### src/rtl/hight_pkg.sv
`timescale 1ns / 1ps
`default_nettype none

package hight_pkg;

  // Configuration register indexes
  localparam logic CFG_KEY_LOW  = 1'b0;
  localparam logic CFG_KEY_HIGH = 1'b1;

  localparam int NUM_ROUNDS = 32;
  localparam int NUM_SK     = 4 * NUM_ROUNDS;

  typedef logic [NUM_SK-1:0][7:0] sk_all_t;
  typedef logic [3:0][7:0]        sk_rnd_t;
  typedef logic [7:0]             delta_tbl_t [NUM_SK];

  // Delta constants: 7-bit LFSR x^7 + x^3 + 1 seeded with 0x5A
  function automatic delta_tbl_t gen_delta();
    delta_tbl_t t;
    logic [6:0] d;
    d = 7'h5A;
    for (int i = 0; i < NUM_SK; i++) begin
      t[i] = {1'b0, d};
      d = {d[3] ^ d[0], d[6:1]};
    end
    return t;
  endfunction

  localparam delta_tbl_t DELTA = gen_delta();

  // Master key byte that feeds subkey idx
  function automatic logic [3:0] sk_src(int idx);
    int grp;
    int pos;
    grp = idx >> 4;
    pos = idx & 15;
    if (pos < 8) begin
      return 4'((pos + 8 - grp) & 7);
    end
    return 4'(((pos - grp) & 7) + 8);
  endfunction

  function automatic logic [7:0] rotl8(logic [7:0] v, int n);
    return 8'((v << n) | (v >> (8 - n)));
  endfunction

  function automatic logic [7:0] hight_f0(logic [7:0] v);
    return rotl8(v, 1) ^ rotl8(v, 2) ^ rotl8(v, 7);
  endfunction

  function automatic logic [7:0] hight_f1(logic [7:0] v);
    return rotl8(v, 3) ^ rotl8(v, 4) ^ rotl8(v, 6);
  endfunction

endpackage

`default_nettype wire

### src/rtl/hight_stage.sv
`timescale 1ns / 1ps
`default_nettype none

module hight_stage import hight_pkg::*; (
  input  wire logic        clk_i,
  input  wire logic        rst_ni,
  input  wire logic        adv_i,
  input  wire logic        vld_i,
  input  wire logic [63:0] data_i,
  input  wire sk_rnd_t     sk_i,
  output logic             vld_o,
  output logic [63:0]      data_o
);

  logic [7:0]  x [8];
  logic [63:0] data_d;
  logic [63:0] data_q;
  logic        vld_q;

  // One round, even bytes pass; byte rotation is done in the wiring
  always_comb begin
    for (int k = 0; k < 8; k++) begin
      x[k] = data_i[8*k +: 8];
    end
    data_d = data_i;
    data_d[15:8]  = x[1] + (hight_f1(x[0]) ^ sk_i[0]);
    data_d[31:24] = x[3] ^ (hight_f0(x[2]) + sk_i[1]);
    data_d[47:40] = x[5] + (hight_f1(x[4]) ^ sk_i[2]);
    data_d[63:56] = x[7] ^ (hight_f0(x[6]) + sk_i[3]);
  end

  always_ff @(posedge clk_i or negedge rst_ni) begin
    if (!rst_ni) begin
      vld_q <= 1'b0;
    end else if (adv_i) begin
      vld_q <= vld_i;
    end
  end

  always_ff @(posedge clk_i) begin
    if (adv_i) begin
      data_q <= data_d;
    end
  end

  assign vld_o  = vld_q;
  assign data_o = data_q;

endmodule

`default_nettype wire

### config.mk
export PLATFORM = sky130hd
export DESIGN_NAME = hight_stage
export DESIGN_NICKNAME = d
export VERILOG_FILES = /design/src/rtl/hight_pkg.sv /design/src/rtl/hight_stage.sv
export SDC_FILE = /design/constraint.sdc
export NUM_CORES = 1
export LEC_CHECK = 0
export ABC_AREA = 1
export BUFFER_PORTS_ARGS = -buffer_cell sky130_fd_sc_hd__buf_2
export CAP_MARGIN = 20
export CORE_MARGIN = 5
export CORE_UTILIZATION = 50
export DETAILED_ROUTE_END_ITERATION = 16
export PLACE_DENSITY_LB_ADDON = 0.2
export RECOVER_POWER = 50
export SLEW_MARGIN = 5
export SYNTH_ARGS = -nofsm -noshare
export SYNTH_HDL_FRONTEND = slang
export SYNTH_SLANG_ARGS = --single-unit
### constraint.sdc
create_clock -name clk_i -period 1.2 [get_ports clk_i]
set_clock_uncertainty 0.2 [all_clocks]
set_input_delay 0.12 -clock clk_i [delete_from_list [all_inputs] [get_ports clk_i]]
set_output_delay 0.12 -clock clk_i [all_outputs]
set_load 0.01 [all_outputs]
==> impl_metrics.env <==
export IMPL_status="finished with violations"
export IMPL_maxSlewHeadroom=0.601
export IMPL_coreArea_um2=8260
export IMPL_hold_viol_final=2
export IMPL_p_int_mw=6.52
export IMPL_synthTopCellsByCount="nand2_1, inv_1, edfxtp_1"
export IMPL_synthXorXnorAreaFrac=0.212
export IMPL_p_per_area_nw_per_um2=1330
export IMPL_worst_setup_path_type="input port to flip-flop"
export IMPL_finalCriticalPeriod_ps=1770
export IMPL_clockBufferDepth=2
export IMPL_fin_util=0.928
export IMPL_ys_types=19
export IMPL_reg2reg_from="vld_o$_DFFE_PN0P_"
export IMPL_drcViolationCount=0
export IMPL_grt_pass1_vias=4491
export IMPL_syn_area_um2=4260
export IMPL_critPathMaxFanout=4
export IMPL_gp_congestion=0.815
export IMPL_synth_edf_count=64
export IMPL_grt_usage=0.280
export IMPL_rsz0062_at_grt="true"
export IMPL_die_w_um=102
export IMPL_cts_htree_levels=3
export IMPL_antenna_cells=0
export IMPL_synth_top_area_frac=0.451
export IMPL_rows=33
export IMPL_hold_depth=2
export IMPL_synth_nets=556
export IMPL_p_clk_frac=0.219
export IMPL_antenna_found_initial=0
export IMPL_drt_wl_total_um=18000
export IMPL_drt_iter0_drc=225
export IMPL_globalRoute_busiestLayer="met2"
export IMPL_synth_top_family_by_area="XOR/XNOR gates"
export IMPL_hp_start="data_i[8]"
export IMPL_tightest_slew_ps=598
export IMPL_clkTransAtPathRegs_ps=80
export IMPL_async_flop_share=0.0154
export IMPL_fillers=274
export IMPL_io_buffers=164
export IMPL_grt_ovfl_total=0
export IMPL_ys_seq_area_frac=0.457
export IMPL_reg2reg_to="vld_o$_DFFE_PN0P_"
export IMPL_die_area_um2=10500
export IMPL_cap_viol_max_count=0
export IMPL_irDropWorstVdd_mv=0.730
export IMPL_crit_path_end_kind="flip-flop"
export IMPL_fin_crit_sh=1.48
export IMPL_synth_fa_ha_area_frac=0.107
export IMPL_setup_viol=45
export IMPL_synth_mux_area_fraction=0.00264
export IMPL_pwr_share_seq=0.308
export IMPL_critPathRequiredTime_ps=1100
export IMPL_synth_compound_area_frac=0.0182
export IMPL_drive_gt1_frac=0.549
export IMPL_maxSlewViolCount=0
export IMPL_cts_sinks=65
export IMPL_holdWs_ps=-72.9
export IMPL_grt_start_max_net_pins=42
export IMPL_p_leak_nw=3.58
export IMPL_via_count=4453
export IMPL_cts_tree="done"
export IMPL_grt_util_met2=0.519
export IMPL_cp_start_kind="input port"
export IMPL_worst_slack_ps=-574
export IMPL_hpwl_um=8560
export IMPL_layout_nets=837
export IMPL_wl_per_cell_um=22.1
export IMPL_grt_met1_usage=0.304
export IMPL_hold_path_end="data_o[8]$_DFFE_PP_"
export IMPL_ff2ff_path_depth=1
export IMPL_ys_warn_count=0
export IMPL_initial_utilization=0.516
export IMPL_yosysMostFrequentCell="nand2_1"
export IMPL_first_pass_iters=7
export IMPL_ys_flop_type="edfxtp_1"
export IMPL_synthCells=422
export IMPL_post_route_cell_area_um2=7660
export IMPL_die_h_um=102
export IMPL_ys_seq_elements=65
export IMPL_multi_input_comb_area_um2=3060
export IMPL_p_comb_frac=0.473
export IMPL_cts_made_buffers=9
export IMPL_total_power_mw=10.2
export IMPL_grt_util_met3=0.0689
export IMPL_cts_root_buf="clkbuf_8"
export IMPL_antenna_left=0
export IMPL_clk_latency_ps=350
export IMPL_reg2reg_slack_ps=250
export IMPL_io_pin_count=165
export IMPL_swShare=0.358
export IMPL_cp_arrival_ps=1670
export IMPL_grt_pass1_wl_um=22200
export IMPL_ff_latch_area_um2=1950
export IMPL_synth_top_cell_by_area="edfxtp_1"
export IMPL_synth_area_leaders="edfxtp_1, xnor2_1, xor2_1"
export IMPL_yosys_area_share_simple=0.144
export IMPL_timing_fmax_mhz=564
export IMPL_holdBufCountCts=41
export IMPL_avgSynthCellArea_um2=10.1
export IMPL_hold_path_class="input port to flip-flop"
export IMPL_switchingPower_mw=3.64
export IMPL_place_area_um2=5920
export IMPL_viasPerCell=5.48
export IMPL_failed_checks="hold timing, setup timing"
export IMPL_syn_to_final_growth_pct=79.8
-- repair_timing --
action	in CTS	in global routing
endpoints found under the hold margin	44	3
setup buffers	12	7
gates resized for setup	131	84
endpoints found under the setup margin	35	79
pin swaps	81	67
-- power groups by stage --
stage | clock [mW] | combinational, mW | sequential, mW
after floorplan | 0 | 1.75 | 3.38
after global placement | 0 | 3.20 | 3.14
after detailed placement | 0 | 3.30 | 3.15
after CTS | 2.19 | 3.89 | 3.10
after global routing | 2.33 | 5.10 | 3.15
final | 2.22 | 4.81 | 3.13
-- cell type report --
| cell class | count | share of cell area |
|---|---|---|
| Multi-Input combinational cell | 290 | 0.400 |
| Clock buffer | 10 | 0.0180 |
| Clock inverter | 6 | 0.0119 |
| Timing Repair Buffer | 270 | 0.266 |
| Sequential cell | 65 | 0.254 |
| Tap cell | 105 | 0.0172 |
| Inverter | 67 | 0.0328 |
-- worst max-delay path by stage --
stage / endpoint / startpoint / slack, ps / cells after the start
5_1_grt: data_o[30]$_DFFE_PP_ / data_i[19] / -630 / 12
4_1_cts: data_o[30]$_DFFE_PP_ / data_i[22] / -360 / 10
2_1_floorplan: data_o[28]$_DFFE_PP_ / data_i[22] / -520 / 9
6_report: data_o[62]$_DFFE_PP_ / data_i[50] / -570 / 11
3_3_place_gp: data_o[28]$_DFFE_PP_ / data_i[17] / -750 / 10
3_5_place_dp: data_o[29]$_DFFE_PP_ / data_i[17] / -830 / 11
-- metal layers --
layer / up-vias / share of wire / wire length, um
met5: - / 0 / 0
met4: 0 / 0.051 / 916
met3: 78 / 0.090 / 1610
met2: 314 / 0.53 / 9560
met1: 2129 / 0.33 / 5920
li1: 1932 / - / -
-- per-stage QoR --
stage | setup TNS, ps | hold slack, ps | std cells | worst slack, ps
6_report | -11470 | -72.9 | 813 | -574
3_5_place_dp | -20880 | -304 | 737 | -833
5_1_grt | -13570 | -87.5 | 813 | -632
4_1_cts | -7570 | -84.0 | 806 | -365
2_1_floorplan | -11900 | -376 | 422 | -516
3_3_place_gp | -19720 | -306 | 737 | -752
-- registers in the layout, indices dropped and copies added (netlist names) --
signal and count:
vld_o 1, data_o 64
-- critical path: stages --
cell	delay [ps]
buf_6	120
xnor2_4	160
xor2_1	200
inv_1	120
ha_4	330
a21oi_4	60
or2_4	240
nand3_1	130
nand2_1	80
nand2_1	60
inv_1	40
-- cells by family after synthesis --
logic type | after synthesis
mux | 1
flops | 65
buf+inv | 67
simple gates | 137
fa+ha+maj | 34
compound gates | 15
xor+xnor | 103
-- placed cells by master, fill, tap and decap left out, drive strengths merged, types with 9 or more instances in the layout --
| cell type | synthesis | final |
|---|---|---|
| a21oi | 14 | 14 |
| buf | 0 | 225 |
| clkbuf | 0 | 14 |
| dlygate4sd3 | 0 | 41 |
| edfxtp | 64 | 64 |
| ha | 30 | 30 |
| inv | 67 | 67 |
| nand2 | 89 | 89 |
| nand3 | 29 | 29 |
| nand4 | 9 | 9 |
| xnor2 | 57 | 57 |
| xor2 | 46 | 46 |
Note: power is estimated with default switching activity, not from simulation.
