### src/rtl/hight_pkg.sv
`timescale 1ns / 1ps
`default_nettype none

package hight_pkg;

  // Configuration register indexes
  localparam logic CFG_KEY_LOW  = 1'b0;
  localparam logic CFG_KEY_HIGH = 1'b1;

  localparam int NUM_ROUNDS = 32;
  localparam int NUM_SK     = 4 * NUM_ROUNDS;

  typedef logic [NUM_SK-1:0][7:0] sk_all_t;
  typedef logic [3:0][7:0]        sk_rnd_t;
  typedef logic [7:0]             delta_tbl_t [NUM_SK];

  // Delta constants: 7-bit LFSR x^7 + x^3 + 1 seeded with 0x5A
  function automatic delta_tbl_t gen_delta();
    delta_tbl_t t;
    logic [6:0] d;
    d = 7'h5A;
    for (int i = 0; i < NUM_SK; i++) begin
      t[i] = {1'b0, d};
      d = {d[3] ^ d[0], d[6:1]};
    end
    return t;
  endfunction

  localparam delta_tbl_t DELTA = gen_delta();

  // Master key byte that feeds subkey idx
  function automatic logic [3:0] sk_src(int idx);
    int grp;
    int pos;
    grp = idx >> 4;
    pos = idx & 15;
    if (pos < 8) begin
      return 4'((pos + 8 - grp) & 7);
    end
    return 4'(((pos - grp) & 7) + 8);
  endfunction

  function automatic logic [7:0] rotl8(logic [7:0] v, int n);
    return 8'((v << n) | (v >> (8 - n)));
  endfunction

  function automatic logic [7:0] hight_f0(logic [7:0] v);
    return rotl8(v, 1) ^ rotl8(v, 2) ^ rotl8(v, 7);
  endfunction

  function automatic logic [7:0] hight_f1(logic [7:0] v);
    return rotl8(v, 3) ^ rotl8(v, 4) ^ rotl8(v, 6);
  endfunction

endpackage

`default_nettype wire

### src/rtl/hight_keysched.sv
`timescale 1ns / 1ps
`default_nettype none

module hight_keysched import hight_pkg::*; (
  input  wire logic [63:0] key_low_i,
  input  wire logic [63:0] key_high_i,
  output sk_all_t          sk_o
);

  logic [127:0] mk;

  assign mk = {key_high_i, key_low_i};

  // Each subkey is one master key byte plus its delta constant
  for (genvar g = 0; g < NUM_SK; g++) begin : g_sk
    localparam logic [3:0] Src = sk_src(g);
    assign sk_o[g] = mk[8*Src +: 8] + DELTA[g];
  end

endmodule

`default_nettype wire

### config.mk
export PLATFORM = sky130hd
export DESIGN_NAME = hight_keysched
export DESIGN_NICKNAME = d
export VERILOG_FILES = /design/src/rtl/hight_pkg.sv /design/src/rtl/hight_keysched.sv
export SDC_FILE = /design/constraint.sdc
export NUM_CORES = 1
export LEC_CHECK = 0
export BUFFER_PORTS_ARGS = -buffer_cell sky130_fd_sc_hd__buf_2
export CAP_MARGIN = 20
export CORE_AREA = 2 2 444 446
export DETAILED_ROUTE_END_ITERATION = 7
export DIE_AREA = 0 0 446 448
export GPL_ROUTABILITY_DRIVEN = 0
export SLEW_MARGIN = 20
export SYNTH_ARGS = -nofsm -noshare
export SYNTH_HDL_FRONTEND = slang
export SYNTH_SLANG_ARGS = --single-unit
### constraint.sdc
create_clock -name vclk -period 3.37
set_input_delay 0.337 -clock vclk [all_inputs]
set_output_delay 0.337 -clock vclk [all_outputs]
set_load 0.02 [all_outputs]
==> reports/qor.yml, run 1 <==
grt:
  grt_util_all_layers_pct: 9.01
  grt_pass1_wl_um: 124000
  grt_max_degree: 27
  antenna_found_initial: 3
  grt.overflow.total: 0
  first_global_vias: 13400
clock_network:
  ctsResizeCount: 0
  post-cts-setup-buffers: 0
  ctsHoldBuffers: 0
synth:
  synth.cell_area_mm2: 0.0140
  synth_cells: 1963
  ys_types: 59
  syn_nets: 2274
  synth.avg_cell_area_um2: 7.13
  yosysSeqAreaShare_pct: 0
  yosys_warnings: 0
worst_setup_path:
  crit_start: "key_low_i[20]"
  path_cells: "buf_2, clkinv_1, ha_1, a21o_1, o21ai_0, xnor2_1, buf_2"
  crit_required_ns: 3.03
  critPathMaxFanout: 17
  cp-endpoint: "sk_o[911]"
  worst-path-buf-inv: 3
  crit_cells: 7
  worst_setup_path_end_kind: "primary output"
  arrival_ns: 2.27
  worstSetupPathType: "in -> out"
  critPathMostFrequentCell: "buf_2"
  crit_family: "buffers and inverters"
  slowest_delay_ns: 0.38
  cp_slowest_cell: "o21ai_0"
  startpoint_type: "input port"
floorplanning:
  die_area_mm2: 0.200
  num_rows: 162
  die_w_um: 446
  start_util_pct: 7.19
  pin_count: 1152
  die-height_um: 448
  core_area_mm2: 0.195
finish:
  syn_to_final_growth_pct: 44.3
  seq_area_um2: 0
  fin_nets: 3008
  nFlopsAndLatches: 0
  fill_cells: 22900
  clockBufferCount: 0
  drive_above_1_share_pct: 44.2
  multiInputGateArea_mm2: 0.0104
timing:
  hold_violations: 0
  maxSlewHeadroom_pct: 47.3
  fin_hold_ws_ns: 0.970
  tightestPinTransition_ns: 0.791
  fmax_mhz: 384
  fin_crit_ns: 2.60
  setup_viol: 0
  rsz0062_at_grt: "no"
  fin_crit_sh_pct: 77.3
  finalSetupTns_ns: 0
  drv_slew: 0
route:
  firstDrtPassIters: 7
  drt_iter0_drc: 1137
  wl_um: 99500
  vias: 15800
  wire_per_inst_um: 19.0
  drt.antenna.violating_nets: 0
  viasPerCell: 3.02
  drcViolationCount: 0
status:
  outcome: "finished clean"
run:
  maxCapViolCount: 0
placement:
  dp_hpwl_um: 88400
  port_buffers: 1152
worst_hold_path:
  hp-class: "in -> out"
==> layout make-up <==
cell class	instances	area share (%)
Timing Repair Buffer	1167	29.1
Antenna cell	1	0.0124
Inverter	186	3.46
Tap cell	2542	15.7
Multi-Input combinational cell	1342	51.7
==> cell usage in the layout (no fill, tap or decap), drive strengths merged, types with 33 or more instances in the layout <==
cell type     n
o21ai        58
xor2        160
nand2       109
ha          183
nand3        33
inv         177
nor2         63
a21oi        95
xnor2       370
buf        1167
==> cells in the mapped netlist (23+ instances only) <==
| library cell | instances | area, um^2 |
|---|---|---|
| a21oi_1 | 94 | 470 |
| a31oi_1 | 23 | 144 |
| buf_2 | 44 | 220 |
| buf_4 | 309 | 2320 |
| clkbuf_1 | 72 | 270 |
| ha_1 | 183 | 2290 |
| inv_1 | 175 | 657 |
| nand2_1 | 109 | 409 |
| nand3_1 | 33 | 165 |
| nor2_1 | 63 | 236 |
| o21ai_0 | 58 | 290 |
| xnor2_1 | 370 | 3240 |
| xor2_1 | 160 | 1400 |
==> worst min-delay path by stage <==
stage | startpoint | endpoint | depth (start not counted)
after floorplan | key_low_i[40] | sk_o[176] | 1
after global placement | key_low_i[1] | sk_o[953] | 2
after detailed placement | key_low_i[1] | sk_o[953] | 2
after CTS | key_low_i[1] | sk_o[953] | 2
after global routing | key_low_i[1] | sk_o[953] | 2
final | key_low_i[1] | sk_o[953] | 2
==> kinds of logic after synthesis <==
group / after synthesis / synth area share [%]
buffers and inverters: 621 / 25.4
xor gates and xnor gates: 530 / 33.2
and+or+nand+nor: 332 / 11.6
AOI/OAI and AO/OA: 297 / 13.5
adders and majority gates: 183 / 16.4
==> per-layer routing <==
metal / track usage [%] / share of wire, %
met1: 8.81 / 32
met2: 18.2 / 56
met3: 2.00 / 7.3
met4: 3.24 / 4.2
met5: 0 / 0.023
==> through the flow <==
| stage | worst slack [ns] | cells | area [um^2] | util (%) |
|---|---|---|---|---|
| floorplan | 0.936 | 1963 | 14000 | - |
| global placement | 0.748 | 5237 | 20200 | 10.4 |
| detailed placement | 0.713 | 5237 | 20200 | 10.4 |
| CTS | 0.712 | 5237 | 20200 | 10.4 |
| global route | 0.585 | 5237 | 20200 | 10.4 |
| finish | 0.766 | 5238 | 20200 | 10.4 |
==> run 2, diff against run 1 <==
--- a/config.mk
+++ b/config.mk
@@ -7,9 +7,9 @@
 export LEC_CHECK = 0
 export BUFFER_PORTS_ARGS = -buffer_cell sky130_fd_sc_hd__buf_2
 export CAP_MARGIN = 20
-export CORE_AREA = 2 2 444 446
+export CORE_AREA = 2 2 452 454
 export DETAILED_ROUTE_END_ITERATION = 7
-export DIE_AREA = 0 0 446 448
+export DIE_AREA = 0 0 454 456
 export GPL_ROUTABILITY_DRIVEN = 0
 export SLEW_MARGIN = 20
 export SYNTH_ARGS = -nofsm -noshare
==> constraint.sdc (replaced) <==
create_clock -name vclk -period 2.5
set_input_delay 0.25 -clock vclk [all_inputs]
set_output_delay 0.25 -clock vclk [all_outputs]
set_load 0.02 [all_outputs]
==> reports/qor.yml, run 2 (synthesis results as in run 1) <==
power_and_ir_drop:
  power_per_cell_area_mw_per_mm2: 322
  finalPower_w: 0.00676
  leakagePower_nw: 9.97
  peakVddDrop_v: 0.000148
grt:
  grt_pass1_wl_um: 129000
  grt_max_degree: 27
  first_global_vias: 14300
  grt_util_all_layers_pct: 8.93
  antenna_found_initial: 4
  grt.overflow.total: 0
floorplanning:
  core_area_mm2: 0.202
  start_util_pct: 6.94
  pin_count: 1152
  num_rows: 165
  die-height_um: 456
  die_area_mm2: 0.207
  die_w_um: 454
timing:
  fin_hold_ws_ns: 0.794
  fmax_mhz: 455
  setup_viol: 0
  drv_slew: 0
  maxSlewHeadroom_pct: 52.8
  hold_violations: 0
  fin_crit_ns: 2.20
  fin_crit_sh_pct: 87.9
  finalSetupTns_ns: 0
  tightestPinTransition_ns: 0.702
  worst_slack_ns: 0.302
  rsz0062_at_grt: "no"
route:
  drcViolationCount: 0
  wire_per_inst_um: 18.6
  firstDrtPassIters: 5
  drt.antenna.violating_nets: 0
  vias: 16200
  viasPerCell: 2.98
  wl_um: 101000
  drt_iter0_drc: 1092
finish:
  syn_to_final_growth_pct: 50.0
  drive_above_1_share_pct: 45.6
  seq_area_um2: 0
  layout_commonest_cell: "buf_2"
  layout_common_cells: "1,148 x buf_2, 370 x xnor2_1, 183 x ha_1"
  nFlopsAndLatches: 0
  final-instance-count-excl-fill: 5433
  fin_nets: 3073
  clockBufferCount: 0
worst_setup_path:
  critPathMaxFanout: 11
  startpoint_type: "input port"
  crit_cells: 7
  worstSetupPathType: "in -> out"
  crit_required_ns: 2.25
  path_cells: "buf_2, inv_1, ha_1, o211a_1, or3_1, a31oi_1, buf_2"
  worst_setup_path_end_kind: "primary output"
  cp-endpoint: "sk_o[727]"
  slowest_delay_ns: 0.33
  worst-path-buf-inv: 3
  cp_slowest_cell: "or3_1"
  arrival_ns: 1.95
  crit_start: "key_high_i[44]"
  crit_family: "buffers and inverters"
  critPathMostFrequentCell: "buf_2"
run:
  maxCapViolCount: 0
worst_hold_path:
  hp-class: "in -> out"
placement:
  dp_hpwl_um: 90400
  port_buffers: 1152
  dp_cells: 5432
  pre_cts_slack_ns: -0.143
status:
  outcome: "finished clean"
clock_network:
  ctsHoldBuffers: 0
## run 2: cell count changes in the layout (fill, tap and decap cells not counted), sizes merged
cell / before / now
buf: 1167 / 1232
## run 2: metrics by stage
stage          instance area [um^2]  util [%]
6_report                      21000      10.4
5_1_grt                       21000      10.4
3_5_place_dp                  21000      10.4
4_1_cts                       21000      10.4
2_1_floorplan                 14000         -
3_3_place_gp                  21000      10.4
## run 2: layer usage
layer | GRT usage (%) | vias up | share of wire, %
met3 | 2.38 | 87 | 9.1
met1 | 9.27 | 7737 | 34
met2 | 17.2 | 854 | 54
li1 | - | 7514 | -
met4 | 2.60 | 0 | 3.3
met5 | 0 | - | 0
## run 2: area by class of cell
| cell class | count | area, um^2 |
|---|---|---|
| fillers | 23700 | 181000 |
| multi-input cells | 1342 | 10500 |
| repair buffers | 1232 | 6500 |
| well taps | 2672 | 3340 |
| inverters | 186 | 698 |
| diodes | 1 | 2.50 |
## run 2: repair_timing
action / 4_1_cts / 5_1_grt
setup buffers: 0 / 0
setup endpoints to repair: 1 / 0
resized for setup: 1 / 0
## run 2: worst min path at each step
stage                        from   endpoint  slack, ns  cells past startpoint
detailed placement   key_low_i[1]  sk_o[953]       0.79                      2
global placement     key_low_i[1]  sk_o[953]       0.79                      2
global route         key_low_i[1]  sk_o[953]       0.80                      2
floorplan           key_low_i[40]  sk_o[176]       0.58                      1
CTS                  key_low_i[1]  sk_o[953]       0.79                      2
finish               key_low_i[1]  sk_o[953]       0.79                      2
## run 2: where the power goes
group / total [W] / switching (W) / internal (W)
clock: 0.0000000000554 / 0 / 0.0000000000554
sequential: 0 / 0 / 0
combinational: 0.00676 / 0.00476 / 0.00200
total: 0.00676 / 0.00476 / 0.00200
(Power assumes the default switching activity.)
